`src/rtl/afc_pkg.sv`:
```
// afc_pkg: shared types and constants for the audio frame counter
// depends on nothing; used by afc_ctrl, afc_dp, audio_frame_count and afc_checker

package afc_pkg;

	localparam int LEN_BITS   = 16;
	localparam int STEP_BITS  = 16;
	localparam int COUNT_BITS = 32;
	localparam int CFG_BITS   = 16;
	localparam int IDX_BITS   = 2;

	localparam logic [IDX_BITS-1:0] CFG_FRAME_LEN  = 2'd0;
	localparam logic [IDX_BITS-1:0] CFG_FRAME_STEP = 2'd1;
	localparam logic [IDX_BITS-1:0] CFG_SNIP_MODE  = 2'd2;

	localparam logic [LEN_BITS-1:0]  FRAME_LEN_RST  = 16'd400;
	localparam logic [STEP_BITS-1:0] FRAME_STEP_RST = 16'd160;
	localparam logic                 SNIP_MODE_RST  = 1'b1;

	localparam logic [COUNT_BITS-1:0] COUNT_MAX = 32'hFFFF_FFFF;

	// controller to datapath
	typedef struct packed {
		logic load;
		logic prep;
		logic iter;
		logic fix;
	} afc_cmd_t;

	// datapath to controller
	typedef struct packed {
		logic div_last;
		logic div_busy;
	} afc_status_t;

endpackage

```
`src/rtl/afc_ctrl.sv`:
```
// afc_ctrl: sequencing state machine for one frame count request
// depends on afc_pkg (command and status types)

module afc_ctrl (
	input  logic                  clk,
	input  logic                  arst_n,
	input  logic                  in_valid,
	output logic                  in_ready,
	input  logic                  out_free,
	input  afc_pkg::afc_status_t  status,
	output afc_pkg::afc_cmd_t     cmd,
	output logic                  emit
);

	typedef enum logic [2:0] {
		S_IDLE,
		S_PREP,
		S_DIV,
		S_FIX,
		S_DONE
	} state_t;

	state_t state_q;

	always_ff @(posedge clk or negedge arst_n) begin
		if (!arst_n) begin
			state_q <= S_IDLE;
		end else begin
			unique case (state_q)
				S_IDLE: begin
					if (in_valid) begin
						state_q <= S_PREP;
					end
				end
				S_PREP: begin
					state_q <= S_DIV;
				end
				S_DIV: begin
					if (status.div_last) begin
						state_q <= S_FIX;
					end
				end
				S_FIX: begin
					state_q <= S_DONE;
				end
				S_DONE: begin
					if (out_free) begin
						state_q <= S_IDLE;
					end
				end
				default: begin
					state_q <= S_IDLE;
				end
			endcase
		end
	end

	always_comb begin
		in_ready = (state_q == S_IDLE);
		cmd.load = (state_q == S_IDLE) && in_valid;
		cmd.prep = (state_q == S_PREP);
		cmd.iter = (state_q == S_DIV) && status.div_busy;
		cmd.fix  = (state_q == S_FIX);
		emit     = (state_q == S_DONE) && out_free;
	end

endmodule

```
`src/rtl/afc_dp.sv`:
```
// afc_dp: operand registers, two-lane radix-2 restoring divider and count fixup
// depends on afc_pkg (command and status types, widths, count limit)

module afc_dp #(
	parameter int SAMPLE_BITS = 32
) (
	input  logic                              clk,
	input  logic                              arst_n,
	input  afc_pkg::afc_cmd_t                 cmd,
	output afc_pkg::afc_status_t              status,
	input  logic [SAMPLE_BITS-1:0]            sample_total,
	input  logic                              flush_all,
	input  logic [afc_pkg::LEN_BITS-1:0]      frame_len,
	input  logic [afc_pkg::STEP_BITS-1:0]     frame_step,
	input  logic                              snip_mode,
	output logic [afc_pkg::COUNT_BITS-1:0]    frame_total_nxt
);

	localparam int DW = SAMPLE_BITS + 1;
	localparam int RW = (DW + 1 > afc_pkg::COUNT_BITS + 1) ? DW + 1 : afc_pkg::COUNT_BITS + 1;
	localparam int CW = $clog2(DW + 1);
	localparam int SW = afc_pkg::STEP_BITS;

	logic [SAMPLE_BITS-1:0]         n_q;
	logic [afc_pkg::LEN_BITS-1:0]   len_q;
	logic [SW-1:0]                  step_q;
	logic                           snip_q;
	logic                           flush_q;

	logic [DW-1:0]                  dvd_a_q;
	logic [DW-1:0]                  dvd_b_q;
	logic [SW-1:0]                  rem_a_q;
	logic [SW-1:0]                  rem_b_q;
	logic                           neg_a_q;
	logic                           neg_b_q;
	logic [CW-1:0]                  cnt_q;
	logic                           busy_q;

	logic [RW-1:0]                  cand_q;
	logic [RW-1:0]                  fit_q;

	logic [SW-1:0]                  half;
	logic [SW:0]                    reach;
	logic [DW-1:0]                  n_ext;
	logic [DW-1:0]                  len_ext;
	logic [DW-1:0]                  reach_ext;
	logic [SW:0]                    remsh_a;
	logic [SW:0]                    remsh_b;
	logic                           ge_a;
	logic                           ge_b;
	logic [SW:0]                    diff_a;
	logic [SW:0]                    diff_b;
	logic                           trim;
	logic [RW-1:0]                  res;

	always_comb begin
		half      = step_q >> 1;
		reach     = {1'b0, half} + (SW+1)'(len_q - (len_q >> 1));
		n_ext     = {1'b0, n_q};
		len_ext   = DW'(len_q);
		reach_ext = DW'(reach);

		remsh_a = {rem_a_q, dvd_a_q[DW-1]};
		remsh_b = {rem_b_q, dvd_b_q[DW-1]};
		ge_a    = remsh_a >= {1'b0, step_q};
		ge_b    = remsh_b >= {1'b0, step_q};
		diff_a  = remsh_a - {1'b0, step_q};
		diff_b  = remsh_b - {1'b0, step_q};

		status.div_last = busy_q && (cnt_q == CW'(DW - 1));
		status.div_busy = busy_q;

		trim = !snip_q && !flush_q && (cand_q != '0) && (fit_q < cand_q);
		res  = trim ? fit_q : cand_q;
		frame_total_nxt = (res > RW'(afc_pkg::COUNT_MAX)) ? afc_pkg::COUNT_MAX
		                                                    : res[afc_pkg::COUNT_BITS-1:0];
	end

	// operand capture, no reset needed
	always_ff @(posedge clk) begin
		if (cmd.load) begin
			n_q     <= sample_total;
			flush_q <= flush_all;
			len_q   <= frame_len;
			step_q  <= (frame_step == '0) ? SW'(1) : frame_step;
			snip_q  <= snip_mode;
		end
	end

	// divider lanes: a = count dividend, b = last-frame fit dividend
	always_ff @(posedge clk) begin
		if (cmd.prep) begin
			rem_a_q <= '0;
			rem_b_q <= '0;
			if (snip_q) begin
				dvd_a_q <= n_ext - len_ext;
				neg_a_q <= n_ext < len_ext;
			end else begin
				dvd_a_q <= n_ext + DW'(half);
				neg_a_q <= 1'b0;
			end
			dvd_b_q <= n_ext - reach_ext;
			neg_b_q <= reach_ext > n_ext;
		end else if (cmd.iter) begin
			rem_a_q <= ge_a ? diff_a[SW-1:0] : remsh_a[SW-1:0];
			rem_b_q <= ge_b ? diff_b[SW-1:0] : remsh_b[SW-1:0];
			dvd_a_q <= {dvd_a_q[DW-2:0], ge_a};
			dvd_b_q <= {dvd_b_q[DW-2:0], ge_b};
		end
	end

	always_ff @(posedge clk or negedge arst_n) begin
		if (!arst_n) begin
			cnt_q  <= '0;
			busy_q <= 1'b0;
		end else if (cmd.prep) begin
			cnt_q  <= '0;
			busy_q <= 1'b1;
		end else if (cmd.iter) begin
			cnt_q <= cnt_q + CW'(1);
			if (status.div_last) begin
				busy_q <= 1'b0;
			end
		end
	end

	// candidate count and fit bound
	always_ff @(posedge clk) begin
		if (cmd.fix) begin
			if (snip_q) begin
				cand_q <= neg_a_q ? '0 : RW'(dvd_a_q) + RW'(1);
			end else begin
				cand_q <= RW'(dvd_a_q);
			end
			fit_q <= neg_b_q ? '0 : RW'(dvd_b_q) + RW'(1);
		end
	end

endmodule

```
`src/rtl/audio_frame_count.sv`:
```
// audio_frame_count: analysis frame count from waveform length, top level
// a request passes the prep, divide, fixup and done states in order before its result is registered
// only one request is in work at a time; the divider produces one quotient bit per cycle in each lane
// the result register lets a new request start while the previous result waits
// reset: arst_n asynchronous active low; config returns to 400 / 160 / snip, no result held
// depends on afc_pkg, afc_ctrl, afc_dp

module audio_frame_count #(
	parameter int SAMPLE_BITS = 32
) (
	input  logic                              clk,
	input  logic                              arst_n,
	input  logic                              cfg_wr_en,
	input  logic [afc_pkg::IDX_BITS-1:0]      cfg_index,
	input  logic [afc_pkg::CFG_BITS-1:0]      cfg_data,
	input  logic                              in_valid,
	output logic                              in_ready,
	input  logic [SAMPLE_BITS-1:0]            sample_total,
	input  logic                              flush_all,
	output logic                              out_valid,
	input  logic                              out_ready,
	output logic [afc_pkg::COUNT_BITS-1:0]    frame_total
);

	logic [afc_pkg::LEN_BITS-1:0]    frame_len_q;
	logic [afc_pkg::STEP_BITS-1:0]   frame_step_q;
	logic                            snip_mode_q;
	logic                            out_valid_q;
	logic [afc_pkg::COUNT_BITS-1:0]  frame_total_q;

	afc_pkg::afc_cmd_t               cmd;
	afc_pkg::afc_status_t            status;
	logic                            out_free;
	logic                            emit;
	logic [afc_pkg::COUNT_BITS-1:0]  frame_total_nxt;

	assign out_free    = !out_valid_q || out_ready;
	assign out_valid   = out_valid_q;
	assign frame_total = frame_total_q;

	always_ff @(posedge clk or negedge arst_n) begin
		if (!arst_n) begin
			frame_len_q  <= afc_pkg::FRAME_LEN_RST;
			frame_step_q <= afc_pkg::FRAME_STEP_RST;
			snip_mode_q  <= afc_pkg::SNIP_MODE_RST;
		end else if (cfg_wr_en) begin
			unique case (cfg_index)
				afc_pkg::CFG_FRAME_LEN:  frame_len_q  <= cfg_data;
				afc_pkg::CFG_FRAME_STEP: frame_step_q <= cfg_data;
				afc_pkg::CFG_SNIP_MODE:  snip_mode_q  <= cfg_data[0];
				default: ;
			endcase
		end
	end

	always_ff @(posedge clk or negedge arst_n) begin
		if (!arst_n) begin
			out_valid_q <= 1'b0;
		end else if (emit) begin
			out_valid_q <= 1'b1;
		end else if (out_ready) begin
			out_valid_q <= 1'b0;
		end
	end

	always_ff @(posedge clk) begin
		if (emit) begin
			frame_total_q <= frame_total_nxt;
		end
	end

	afc_ctrl u_ctrl (
		.clk      (clk),
		.arst_n   (arst_n),
		.in_valid (in_valid),
		.in_ready (in_ready),
		.out_free (out_free),
		.status   (status),
		.cmd      (cmd),
		.emit     (emit)
	);

	afc_dp #(
		.SAMPLE_BITS (SAMPLE_BITS)
	) u_dp (
		.clk             (clk),
		.arst_n          (arst_n),
		.cmd             (cmd),
		.status          (status),
		.sample_total    (sample_total),
		.flush_all       (flush_all),
		.frame_len       (frame_len_q),
		.frame_step      (frame_step_q),
		.snip_mode       (snip_mode_q),
		.frame_total_nxt (frame_total_nxt)
	);

endmodule

```
`config.mk`:
```
export PLATFORM = sky130hd
export DESIGN_NAME = audio_frame_count
export DESIGN_NICKNAME = d
export VERILOG_FILES = /design/src/rtl/afc_pkg.sv /design/src/rtl/afc_ctrl.sv /design/src/rtl/afc_dp.sv /design/src/rtl/audio_frame_count.sv
export SDC_FILE = /design/constraint.sdc
export NUM_CORES = 1
export LEC_CHECK = 0
export BUFFER_PORTS_ARGS = -buffer_cell sky130_fd_sc_hd__buf_2
export CAP_MARGIN = 40
export CORE_ASPECT_RATIO = 0.6
export CORE_UTILIZATION = 40
export CTS_BUF_LIST = sky130_fd_sc_hd__clkbuf_4
export DETAILED_ROUTE_END_ITERATION = 7
export SLEW_MARGIN = 20
export SYNTH_ARGS = -nofsm -noshare
export SYNTH_HDL_FRONTEND = slang
export SYNTH_SLANG_ARGS = --single-unit
```
`constraint.sdc`:
```
create_clock -name clk -period 9.02 [get_ports clk]
set_input_delay 2.706 -clock clk [delete_from_list [all_inputs] [get_ports clk]]
set_output_delay 2.706 -clock clk [all_outputs]
set_load 0.01 [all_outputs]
```
==> results of run 1 <==
cells by family (layout without fill, tap and decap cells):
family                     count (synthesis)  in the layout  share of synthesized area, %
muxes                                     53             53                         2.982
and+or+nand+nor                          606            606                         15.01
adders and majority gates                154            154                         10.74
AOI/OAI and AO/OA                        464            464                         15.14
DFF                                      310            310                         45.38
xor gates and xnor gates                 143            143                         6.476
buffers and inverters                    211            379                         4.276
other                                      0              2                             0
synthesized netlist by cell type (6+ instances only):
| cell | n |
|---|---|
| buf_2 | 7 |
| edfxtp_1 | 234 |
| clkbuf_1 | 63 |
| mux2i_1 | 16 |
| a31oi_1 | 19 |
| xnor2_1 | 62 |
| inv_1 | 134 |
| o211ai_1 | 9 |
| fa_1 | 20 |
| nor3_1 | 40 |
| nor2b_1 | 22 |
| or3_1 | 24 |
| dfstp_2 | 6 |
| o21a_1 | 18 |
| o22ai_1 | 7 |
| ha_1 | 134 |
| nor4_1 | 20 |
| a21oi_1 | 106 |
| o31ai_1 | 15 |
| xor2_1 | 81 |
| o21ai_0 | 140 |
| a211oi_1 | 14 |
| nand4_1 | 38 |
| nand2_1 | 176 |
| nor2_1 | 155 |
| dfrtp_1 | 38 |
| and3_1 | 29 |
| o22a_1 | 30 |
| o21ai_1 | 12 |
| and2_1 | 9 |
| dfxtp_1 | 32 |
| a21o_1 | 34 |
| nand2b_1 | 17 |
| or2_2 | 12 |
| o21bai_1 | 12 |
| mux2_2 | 37 |
| nand3_1 | 43 |
critical path, stage by stage (launching register included):
cell and delay [ns]:
edfxtp_1 0.35, inv_1 0.12, fa_1 0.61, inv_1 0.06, ha_1 0.28, a21o_1 0.18, a21oi_1 0.21, nand2b_1 0.17
a21oi_1 0.12, a41o_1 0.27, o211ai_1 0.32, o2111ai_1 0.18, a21oi_1 0.20, xor2_1 0.16, ha_1 0.29, or2_2 0.29
a211oi_1 0.57, o21ai_0 0.26, or3_1 0.35, a31oi_1 0.16
state kept, by name, summed over array words and instances, names as in the netlist, 16 cells and up:
register,count
u_dp.rem_a_q,16
u_dp.len_q,16
u_dp.cand_q,34
frame_step_q,16
u_dp.n_q,32
frame_total,32
u_dp.rem_b_q,16
u_dp.step_q,16
u_dp.dvd_b_q,33
u_dp.fit_q,34
frame_len_q,16
u_dp.dvd_a_q,33
where the power goes:
part / switching (mW) / leakage (nW) / internal [mW] / total (mW)
logic: 2.47 / 5.18 / 1.66 / 4.13
clock network: 0.600 / 0.585 / 0.622 / 1.22
registers: 0.488 / 2.94 / 2.10 / 2.59
total: 3.56 / 8.70 / 4.38 / 7.94
layer usage:
metal  track usage, %  wire, microns  vias up  part of all wire (%)
li1                 -              -     7329                     -
met1            36.50          28760     7187                    53
met3            6.359           5716       64                    10
met4            5.138            649        0                   1.2
met2            27.69          19390      654                    36
met5                0              0        -                     0
how the worst max path moves through the flow:
stage	to	cells past startpoint	slack, ns	from
6_report	u_dp.dvd_b_q[28]	19	3.70	u_dp.step_q[2]
5_1_grt	u_dp.dvd_b_q[28]	19	3.36	u_dp.len_q[1]
4_1_cts	u_dp.dvd_b_q[28]	19	3.81	u_dp.len_q[1]
3_5_place_dp	u_dp.dvd_b_q[28]	19	3.90	u_dp.len_q[1]
3_3_place_gp	u_dp.dvd_b_q[28]	19	3.93	u_dp.step_q[2]
2_1_floorplan	u_dp.flush_q	1	4.33	in_valid
through the flow:
| stage | setup WS (ns) | instances | instance area [sq um] | util, % |
|---|---|---|---|---|
| global route | 3.359 | 2741 | 21550 | 45.84 |
| detailed placement | 3.901 | 2605 | 20520 | 43.66 |
| floorplan | 4.332 | 1941 | 19340 | - |
| finish | 3.699 | 2741 | 21550 | 45.84 |
| global placement | 3.933 | 2598 | 20380 | 43.35 |
| CTS | 3.814 | 2737 | 21510 | 45.76 |
cell type report:
type                       instances  area [sq um]  area share [%]
multi-input combinational       1420          9759           45.28
inverter                         135         506.7           2.351
timing repair buffer             112         726.9           3.373
clock buffer                     117         878.3           4.075
antenna                            2         5.005         0.02322
tap                              630         788.3           3.657
sequential                       310          8776           40.72
clock inverter                    15         111.4          0.5167
==> results.json, run 1 <==
{
  "status": "complete, no violations",
  "critPathMaxFanout": 5,
  "cts.clk_slew.worst_paths_ns": 0.08,
  "min-delay-start": "frame_len_q[10]",
  "wire_per_inst_microns": 19.89,
  "hold_ws_ns": 0.4376,
  "slew_headroom_pct": 40.26,
  "fin_crit_sh_pct": 59.00,
  "portBuffers": 89,
  "syn_to_final_growth_pct": 11.44,
  "cts_root_buf": "clkbuf_4",
  "synthesis.instances": 1941,
  "clockBufferDepth": 3,
  "grt_start_max_net_pins": 85,
  "routed_wl_mm": 54.51,
  "initial_utilization_pct": 41.14,
  "hp-class": "flop to flop",
  "hpwl_mm": 42.01,
  "min_period_ns": 5.321,
  "arrival_ns": 5.91,
  "r2r_slack_ns": 3.70,
  "clock_latency_ns": 0.80,
  "htreeDepth": 3,
  "core_sq_um": 47020,
  "cts_resized": 0,
  "track_usage_pct": 22.39,
  "cts_made_buffers": 79,
  "vias_per_cell": 5.558,
  "rows": 61,
  "synth_area_per_cell_sq_um": 9.964,
  "ir_drop_uv": 224.3,
  "hold_depth": 0,
  "hold_buffers": 0,
  "crit_type": "flop to flop",
  "fin_worst_skew_ns": 0.06454,
  "power.total_mw": 7.941,
  "reg2reg_to": "u_dp.dvd_b_q[28]",
  "drc": 0,
  "hold_viol_final": 0,
  "cts.sinks": 310,
  "grt_pass1_vias": 14146,
  "netlist_area_sq_um": 19340,
  "drive_gt1_share_pct": 14.89,
  "leakage_nw": 8.701,
  "tightest_slew_ns": 0.8928,
  "power.density_nw_per_um2": 368.5,
  "setup.worst_path.start_class": "flop",
  "synth_warnings": 0,
  "firstDrtPassIters": 5,
  "vias": 15234,
  "maxSlewViolCount": 0,
  "die-width_microns": 285.9,
  "async_flop_share_pct": 14.19,
  "yosysTopAreaCellShare_pct": 36.33,
  "synth_cell_types": 73,
  "synth-edff-count": 234,
  "grt_setup_unrepaired": "no",
  "final_cell_mix": "234 x edfxtp_1, 175 x nand2_1, 154 x nor2_1, 140 x o21ai_0, 134 x ha_1",
  "final_common_cell": "edfxtp_1",
  "fillers": 4526,
  "grt_pass1_wl_mm": 83.50,
  "ant_nets": 0,
  "cap_violations": 0,
  "fp.dieArea_sq_um": 49260,
  "fmax_ghz": 0.1879,
  "synth_seq_area_share_pct": 45.38,
  "fp.dieH_microns": 172.3,
  "crit_required_ns": 9.61,
  "worst_setup_path_end_kind": "flop",
  "yosysTopAreaCell": "edfxtp_1",
  "r2r-start": "u_dp.step_q[2]",
  "r2r.worst_path.cells": 19,
  "ys.flop_type": "edfxtp_1",
  "synth_seq_cells": 310,
  "synth.net_count": 2151,
  "gp_congestion": 0.9630,
  "antenna_found_initial": 1,
  "grt_overflow_total": 0,
  "final.setup.tns_ns": 0,
  "cts_setup_buffers": 0,
  "cts_tree": "yes",
  "io_pins": 90,
  "worstHoldEndpoint": "u_dp.len_q[10]",
  "nets": 2268,
  "drt_iter0_drc": 1539,
  "setup_viol": 0,
  "synth.area.top_cells": "edfxtp_1 36%, ha_1 8.7%, dfrtp_1 4.9%"
}
(Power assumes the default switching activity.)
==> inputs of run 2 (changes only) <==
- clock period: 9.02 -> 4.86 ns (I/O delays scaled with it)
==> results.json, run 2 (synthesis gave the netlist of run 1 again) <==
{
  "status": "complete, no violations",
  "seqCellArea_sq_um": 8776,
  "rows": 61,
  "setup.worst_path.start_class": "flop",
  "vias": 15374,
  "hold_ws_ns": 0.4333,
  "crit_required_ns": 5.34,
  "gp_congestion": 0.9309,
  "clock_latency_ns": 0.79,
  "htreeDepth": 3,
  "critical-path-top-delay-family": "compound AO/OA/AOI/OAI gates",
  "hold_buffers": 0,
  "fin_crit_sh_pct": 97.26,
  "track_usage_pct": 22.53,
  "setup_viol": 0,
  "min_period_ns": 4.727,
  "fp.dieH_microns": 172.3,
  "drt_iter0_drc": 1678,
  "cts_tree": "yes",
  "critical_path_buf_inv_count": 3,
  "worst_setup_path_end_kind": "flop",
  "fillers": 4477,
  "cap_violations": 0,
  "ir_drop_uv": 455.1,
  "fin_util_pct": 46.36,
  "nets": 2291,
  "die-width_microns": 285.9,
  "drive_gt1_share_pct": 16.42,
  "grt_pass1_wl_mm": 83.78,
  "fp.dieArea_sq_um": 49260,
  "final_cell_mix": "234 x edfxtp_1, 175 x nand2_1, 153 x nor2_1, 137 x o21ai_0, 132 x ha_1",
  "grt_start_max_net_pins": 69,
  "syn_to_final_growth_pct": 12.71,
  "core_sq_um": 47020,
  "arrival_ns": 5.20,
  "maxSlewViolCount": 0,
  "cts.clk_slew.worst_paths_ns": 0.07,
  "cts_made_buffers": 81,
  "r2r.worst_path.cells": 21,
  "fmax_ghz": 0.2116,
  "use_met3_pct": 6.451,
  "tightest_slew_ns": 0.8245,
  "power.density_nw_per_um2": 699.3,
  "crit_path_cell_trace": "inv_1 -> fa_1 -> buf_4 -> fa_1 -> nor2b_1 -> o21ai_1 -> a21boi_1 -> or4_4 -> nand3_2 -> a31oi_4 -> xnor2_1 -> ha_1 -> a21o_1 -> o21bai_1 -> nand4_1 -> a21oi_2 -> o31ai_2 -> buf_4 -> nand4_1 -> xor2_1 -> o21ai_1",
  "hold_viol_final": 0,
  "final_common_cell": "edfxtp_1",
  "firstDrtPassIters": 6,
  "vias_per_cell": 5.536,
  "initial_utilization_pct": 41.14,
  "place_area_sq_um": 20610,
  "critPathMaxFanout": 8,
  "grt_overflow_total": 0,
  "portBuffers": 89,
  "wire_per_inst_microns": 19.94,
  "io_pins": 90,
  "clockBufferDepth": 3,
  "leakage_nw": 8.815,
  "crit_type": "flop to flop",
  "critPathSlowestCell": "fa_1",
  "antenna_found_initial": 3,
  "grt_pass1_vias": 14083,
  "cp.depth": 21,
  "hp-class": "flop to flop",
  "cts.sinks": 310,
  "drc": 0,
  "multi_input_area_sq_um": 9841,
  "ant_nets": 0,
  "hpwl_mm": 42.60,
  "grt_use_met1_pct": 36.95,
  "largestRegisters": "u_dp.cand_q x34, u_dp.fit_q x34",
  "hold_depth": 0,
  "routed_wl_mm": 55.36,
  "grt.met2_usage_pct": 27.08,
  "slew_headroom_pct": 45.03,
  "slowest_delay_ns": 0.45,
  "fin_worst_skew_ns": 0.05663,
  "stdcell_area_sq_um": 21800,
  "grt-busiest-layer": "met1",
  "cts_root_buf": "clkbuf_4"
}
-- run 2: cell types whose count changed in the layout (fill, tap and decap cells not counted), moves of 3 or more --
cell,change
o21ai_0,-3
clkbuf_4,-5
clkinv_2,+5
buf_4,+25
clkinv_1,+15
buf_16,-3
a21oi_2,+4
a21oi_1,-4
-- run 2: timing repair --
item                                    CTS  global route
buffers inserted                          0             5
pin swaps                                 3            15
endpoints found under the setup margin    2            17
gates cloned                              0             0
gates resized for setup                   6            18
-- run 2: power breakdown --
group          internal [mW]  switching [mW]  leakage [nW]
Sequential              3.90           0.902          2.94
Clock                   1.19            1.16         0.614
Combinational           3.35            4.75          5.26
-- run 2: worst reg2reg max path, delay by kind of cell, from the launching register on --
family | cells | cell delay (ns)
xor+xnor | 2 | 0.38
fa+ha+maj | 3 | 1.19
simple gates | 5 | 0.68
buf+inv | 3 | 0.46
compound gates | 8 | 1.31
flops | 1 | 0.41
-- run 2: per-stage QoR --
stage           TNS, ns  cells  power (mW)  setup slack [ns]
2_1_floorplan         0   1941       10.09            0.2264
3_5_place_dp   -0.01486   2622       12.48          -0.01486
5_1_grt         -0.3204   2775       16.40          -0.09660
3_3_place_gp          0   2618       12.28           0.07887
4_1_cts               0   2768       14.93          0.001419
6_report              0   2777       15.24            0.1333
-- run 2: worst paths after layout --
kind	start	endpoint	slack (ns)
max	u_dp.step_q[2]	u_dp.dvd_b_q[31]	0.13
min	frame_len_q[1]	u_dp.len_q[1]	0.43
max reg2reg	u_dp.step_q[2]	u_dp.dvd_b_q[31]	0.13
min reg2reg	frame_len_q[1]	u_dp.len_q[1]	0.43
max in group asynchronous	arst_n	frame_step_q[6]	3.63
min in group asynchronous	arst_n	u_ctrl.state_q[0]	0.75
-- run 2: cell type report --
type | instances | share of cell area, %
Inverter | 135 | 2.325
Timing Repair Buffer | 133 | 3.811
Tap cell | 630 | 3.616
Antenna cell | 3 | 0.03444
Clock buffer | 112 | 3.857
Clock inverter | 34 | 0.9471
Multi-Input combinational cell | 1420 | 45.15
Sequential cell | 310 | 40.26
-- run 2: per-layer routing --
metal,vias to the layer above,wire [microns]
met4,4,875
met5,-,27
li1,7398,-
met2,623,19660
met3,70,5815
met1,7279,28990
